==> config.mk <==
export PLATFORM = sky130hd
export DESIGN_NAME = minv_ctrl
export DESIGN_NICKNAME = d
export VERILOG_FILES = /design/src/design/minv_pkg.sv /design/src/design/minv_ctrl.sv
export SDC_FILE = /design/constraint.sdc
export NUM_CORES = 1
export LEC_CHECK = 0
export ABC_AREA = 1
export ABC_CLOCK_PERIOD_IN_PS = 2250
export BUFFER_PORTS_ARGS = -buffer_cell sky130_fd_sc_hd__clkbuf_2
export CAP_MARGIN = 25
export CORE_MARGIN = 4
export CORE_UTILIZATION = 50
export DETAILED_ROUTE_END_ITERATION = 16
export PLACE_DENSITY = 0.84
export SYNTH_ARGS = -nofsm -noshare
export SYNTH_HDL_FRONTEND = slang
export SYNTH_SLANG_ARGS = --single-unit
==> constraint.sdc <==
create_clock -name clock -period 2.25 [get_ports clock]
set_input_delay 0.225 -clock clock [delete_from_list [all_inputs] [get_ports clock]]
set_output_delay 0.225 -clock clock [all_outputs]
set_load 0.02 [all_outputs]
==> src/design/minv_pkg.sv <==
package minv_pkg;

   // Element format
   localparam int DataWidth = 32;
   localparam int FracBits  = 16;

   // Cofactor: sum of six 3-element products, each at most 2^93 in magnitude
   localparam int CofWidth = 3 * DataWidth + 4;
   // Determinant: sum of 24 4-element products, each at most 2^124
   localparam int DetWidth = 4 * DataWidth + 6;
   // Dividend magnitude: cofactor magnitude shifted by 2*FracBits
   localparam int NumWidth = CofWidth + 2 * FracBits;
   localparam int QuoWidth = NumWidth;

   localparam int QuoCntWidth = $clog2(NumWidth + 1);

   typedef logic signed [DataWidth-1:0] elem_type;
   typedef logic signed [CofWidth-1:0]  cof_type;
   typedef logic signed [DetWidth-1:0]  det_type;

   typedef enum logic [2:0] {
      ST_LOAD,
      ST_DET,
      ST_DRAIN,
      ST_COF,
      ST_DIV,
      ST_EMIT
   } state_type;

   // Commands from controller to datapath
   typedef struct packed {
      logic       store_row;
      logic       det_clear;
      logic       det_step;
      logic       cof_start;
      logic       cof_step;
      logic       div_start;
      logic       div_step;
      logic       div_finish;
      logic [1:0] row_sel;
      logic [1:0] col_sel;
      logic [2:0] term_sel;
   } cmd_type;

   // Status from datapath to controller
   typedef struct packed {
      logic singular;
      logic div_done;
      logic pipe_busy;
   } stat_type;

   // Column triples of the six permutation terms, sign negative for terms 3..5
   function automatic logic [1:0] perm_col(input logic [2:0] p, input logic [1:0] k);
      logic [1:0] r;
      r = 2'd0;
      unique case (p)
         3'd0: r = k;
         3'd1: r = (k == 2'd0) ? 2'd1 : (k == 2'd1) ? 2'd2 : 2'd0;
         3'd2: r = (k == 2'd0) ? 2'd2 : (k == 2'd1) ? 2'd0 : 2'd1;
         3'd3: r = (k == 2'd0) ? 2'd2 : (k == 2'd1) ? 2'd1 : 2'd0;
         3'd4: r = (k == 2'd0) ? 2'd1 : (k == 2'd1) ? 2'd0 : 2'd2;
         3'd5: r = (k == 2'd0) ? 2'd0 : (k == 2'd1) ? 2'd2 : 2'd1;
         default: r = 2'd0;
      endcase
      return r;
   endfunction

   // k-th index of {0..3} skipping s
   function automatic logic [1:0] skip_idx(input logic [1:0] s, input logic [1:0] k);
      return (k < s) ? k : k + 2'd1;
   endfunction

endpackage

==> src/design/minv_ctrl.sv <==
module minv_ctrl (
   input  logic                clock,
   input  logic                reset,
   input  logic                req_tvalid,
   output logic                req_tready,
   output logic                rsp_tvalid,
   input  logic                rsp_tready,
   output logic                rsp_tlast,
   output minv_pkg::cmd_type   cmd,
   input  minv_pkg::stat_type  stat
);
   import minv_pkg::*;

   state_type  state_ff, state_in;
   logic [1:0] row_ff, row_in;      // input row count / output row
   logic [1:0] col_ff, col_in;      // cofactor column / det column
   logic [2:0] term_ff, term_in;    // permutation term
   logic       accept;
   logic       emit_done;

   assign accept    = req_tvalid && req_tready;
   assign emit_done = rsp_tvalid && rsp_tready;

   // Next state
   always_comb begin
      state_in = state_ff;
      row_in   = row_ff;
      col_in   = col_ff;
      term_in  = term_ff;
      unique case (state_ff)
         ST_LOAD: begin
            if (accept) begin
               row_in = row_ff + 2'd1;
               if (row_ff == 2'd3) begin
                  state_in = ST_DET;
                  col_in   = 2'd0;
                  term_in  = 3'd0;
               end
            end
         end
         ST_DET: begin
            term_in = term_ff + 3'd1;
            if (term_ff == 3'd5) begin
               term_in = 3'd0;
               col_in  = col_ff + 2'd1;
               if (col_ff == 2'd3) begin
                  col_in   = 2'd0;
                  row_in   = 2'd0;
                  state_in = ST_DRAIN;
               end
            end
         end
         // wait for the last determinant term to leave the product pipeline
         ST_DRAIN: begin
            if (!stat.pipe_busy) begin
               if (stat.singular) state_in = ST_EMIT;
               else state_in = ST_COF;
            end
         end
         ST_COF: begin
            term_in = term_ff + 3'd1;
            if (term_ff == 3'd5) begin
               term_in  = 3'd0;
               state_in = ST_DIV;
            end
         end
         ST_DIV: begin
            if (stat.div_done) begin
               col_in = col_ff + 2'd1;
               if (col_ff == 2'd3) state_in = ST_EMIT;
               else state_in = ST_COF;
            end
         end
         ST_EMIT: begin
            if (emit_done) begin
               row_in = row_ff + 2'd1;
               col_in = 2'd0;
               if (row_ff == 2'd3) state_in = ST_LOAD;
               else if (stat.singular) state_in = ST_EMIT;
               else state_in = ST_COF;
            end
         end
         default: state_in = ST_LOAD;
      endcase
   end

   always_ff @(posedge clock) begin
      if (reset) begin
         state_ff <= ST_LOAD;
         row_ff   <= 2'd0;
         col_ff   <= 2'd0;
         term_ff  <= 3'd0;
      end else begin
         state_ff <= state_in;
         row_ff   <= row_in;
         col_ff   <= col_in;
         term_ff  <= term_in;
      end
   end

   // Outputs
   always_comb begin
      cmd            = '0;
      cmd.row_sel    = row_ff;
      cmd.col_sel    = col_ff;
      cmd.term_sel   = term_ff;
      req_tready     = 1'b0;
      rsp_tvalid     = 1'b0;
      rsp_tlast      = 1'b0;
      unique case (state_ff)
         ST_LOAD: begin
            req_tready    = 1'b1;
            cmd.store_row = accept;
            cmd.det_clear = accept && (row_ff == 2'd3);
         end
         ST_DET:  cmd.det_step = 1'b1;
         ST_COF: begin
            cmd.cof_start = (term_ff == 3'd0);
            cmd.cof_step  = 1'b1;
            cmd.div_start = (term_ff == 3'd5);
         end
         ST_DIV: begin
            cmd.div_step   = !stat.div_done;
            cmd.div_finish = stat.div_done;
         end
         ST_EMIT: begin
            rsp_tvalid = 1'b1;
            rsp_tlast  = (row_ff == 2'd3);
         end
         default: ;
      endcase
   end

endmodule

==> results.tsv <==
stage	metric	value	unit
drt	final WL	2060	µm
cts	Clk Latency, worst-skew pair	0.27	ns
critical_path	cells on worst reg2reg path	8	
cells_and_area	n_diodes	0	
worst_hold_path	Worst Hold Depth	2	
global_routing	largest net degree at the start of global routing	11	
drt	Via-to-Cell Ratio	5.42	
sta	Pins Over Slew Limit	0	
placement	IO buf count	24	
yosys	cells after synthesis	127	
sta	fmax	535	MHz
yosys	Synth Cell Area	777	µm²
critical_path	Worst Setup EP	cmd[11]	
drt	Remaining DRCs	0	
cts	clk buf depth	2	
floorplan	Rows	13	
placement	hpwl dp	1630	µm
yosys	register area share after synthesis	25.8	%
cts	Hold-fix buffers, CTS	0	
yosys	#FFs+latches synth	10	
sta	RSZ-0062 raised after global routing	false	
critical_path	Reg2Reg Launch Point	state_ff[2]	
drt	DRT iter0 DRCs	19	
cells_and_area	synthesis-to-finish area growth	17.9	%
sta	min Tclk post-route	1.87	ns
sta	setup_tns	0	ns
yosys	post-synth cell types	26	
critical_path	Setup CP Type	register to primary output	
critical_path	worst r2r dst	state_ff[2]	
floorplan	area of the die	2250	µm²
worst_hold_path	hold crit path type	primary input to register	
sta	Slew HR	70.9	%
cells_and_area	Final Cell Area	916	µm²
floorplan	initial cell density of the core	56.2	%
cts	Worst-path clk slew	0.07	ns
global_routing	vias in the first global route	837	
yosys	Synth top area share	25.8	%
sta	final setup fails	0	
sta	clock skew	0.0101	ns
cells_and_area	FILL cells	135	
cts	clock sink count	10	
sta	Final period util	83.1	%
cts	CTS root buf	clkbuf_4	
global_routing	initial antenna violation count	0	
drt	DR vias	899	
sta	Slew @ Worst Pin	0.436	ns
yosys	asr flop ratio synth	0	%
global_routing	total gr overflow	0	
critical_path	crit end category	primary output	
global_routing	first-pass GRT wire length	3450	µm
cells_and_area	nets	163	
outcome	status	complete, no violations	
yosys	Area contributors post-synth	dfxtp_1 26%, nand2_1 13%, nand3_1 10%, inv_1 10%, a21oi_1 7.1%	
power_and_ir_drop	VDD IR max	373	µV
drt	Avg WL per Cell	12.4	µm
critical_path	CP arrival	1.65	ns
drt	post-detailed-route count of antenna-violating nets	0	
placement	Final GP Congestion	0.984	
yosys	EDFF count, synth	0	
power_and_ir_drop	PD cells	417	nW/µm²
placement	placed inst area	893	µm²
sta	Hold Violations, Final	0	
critical_path	Startpoint Class	register	
floorplan	Die Y	47.4	µm
floorplan	die width	47.4	µm
critical_path	critical path data required time	2.03	ns
job	MaxCap Viol Count	0	
yosys	area leader, netlist	dfxtp_1	
cts	postcts setup bufs	0	
cts	Num CTS Buffers	3	
yosys	Post-synth top flop	dfxtp_1	
critical_path	crit path launch	state_ff[0]	
yosys	Mean Syn Cell Area	6.12	µm²
yosys	Mapped Nets	137	
global_routing	gr usage total	22.4	%
critical_path	CP max FO	7	
drt	DR pass1 iterations	4	
critical_path	setup slack, reg-to-reg	0.73	ns
cts	htree depth	1	
cells_and_area	fraction of layout instances using a drive strength above 1	23.8	%
cts	TritonCTS clock tree	done	
yosys	most common cell in the netlist	nand2_1	
floorplan	I/O pin total	25	
power_and_ir_drop	Pleak	0.466	nW
floorplan	core area	1380	µm²
cts	post-cts resize count	0	
yosys	top cells by count, synth	26 x nand2_1, 21 x inv_1, 16 x nand3_1, 13 x nor2_1, 11 x a21oi_1	
yosys	Synth warnings	0	
-- state kept, by name, indices dropped and copies added, names as in the netlist --
name	count
col_ff	2
state_ff	3
row_ff	2
term_ff	3
-- placed cells by master (no fill, tap or decap) --
cell type  netlist  final
nand2_1         26     26
clkbuf_2         0     24
inv_1           21     21
nand3_1         16     16
nor2_1          13     13
a21oi_1         11     11
dfxtp_1         10     10
nor2_2           4      4
nand4_1          3      3
ha_1             3      3
clkbuf_4         0      3
inv_2            2      2
nor3_1           2      2
o21ai_1          2      2
nor2_4           1      1
nand2_2          1      1
nand3_2          1      1
o21bai_1         1      1
a21boi_1         1      1
xor2_1           1      1
nor3b_1          1      1
o22ai_1          1      1
a211oi_1         1      1
o21ai_0          1      1
o211ai_1         1      1
-- report_power, final --
part	total, W	switching [W]	internal [W]
logic	0.0000702	0.0000457	0.0000245
registers	0.000187	0.00000557	0.000182
clock network	0.000124	0.0000624	0.0000618
total	0.000382	0.000114	0.000268
-- routing by layer --
layer / global-route usage (%) / part of all wire (%) / vias to the layer above
met3: 6.02 / 8.6 / 8
met1: 25.3 / 41 / 396
li1: - / - / 457
met2: 37.2 / 48 / 38
met4: 13.8 / 1.8 / 0
met5: 0 / 0 / -
-- kinds of logic (layout without fill, tap and decap cells) --
logic type,Yosys count,count (layout),share of synthesized area (%)
simple gates,68,68,40.6
flops,10,10,25.8
xor+xnor,1,1,1.13
fa+ha+maj,3,3,4.83
buf+inv,26,50,14.0
compound gates,19,19,13.7
-- per-stage QoR --
stage	worst slack, ns	util (%)	total power, W	std cells	hold slack, ns
6_report	0.379	66.2	0.000382	166	0.262
5_1_grt	0.254	66.2	0.000401	166	0.296
4_1_cts	0.422	66.2	0.000385	166	0.252
3_5_place_dp	0.717	64.6	0.000260	163	0.483
3_3_place_gp	0.810	64.6	0.000258	163	0.471
2_1_floorplan	0.443	-	0.000239	127	0.523
-- how the worst min path moves through the flow --
stage	start	to
after global placement	col_ff[1]	col_ff[1]
after detailed placement	col_ff[1]	col_ff[1]
after floorplan	stat[0]	state_ff[0]
after global routing	reset	term_ff[1]
after CTS	reset	term_ff[1]
final	reset	term_ff[1]
-- final cells by class --
| class | count | area [µm²] | area share [%] |
|---|---|---|---|
| clock buffer | 3 | 22.5 | 2.46 |
| tap | 15 | 18.8 | 2.05 |
| multi-input combinational | 91 | 468 | 51.1 |
| timing repair buffer | 24 | 120 | 13.1 |
| inverter | 23 | 86.3 | 9.43 |
| sequential | 10 | 200 | 21.9 |
-- worst max-delay path, stage by stage (launching register included) --
cell and delay [ns]:
dfxtp_1 0.46, inv_2 0.11, nor2_4 0.12, inv_1 0.10, nor2_1 0.16, inv_1 0.09, nor3_1 0.14, clkbuf_2 0.20
Power figures use the tool's default switching activity.
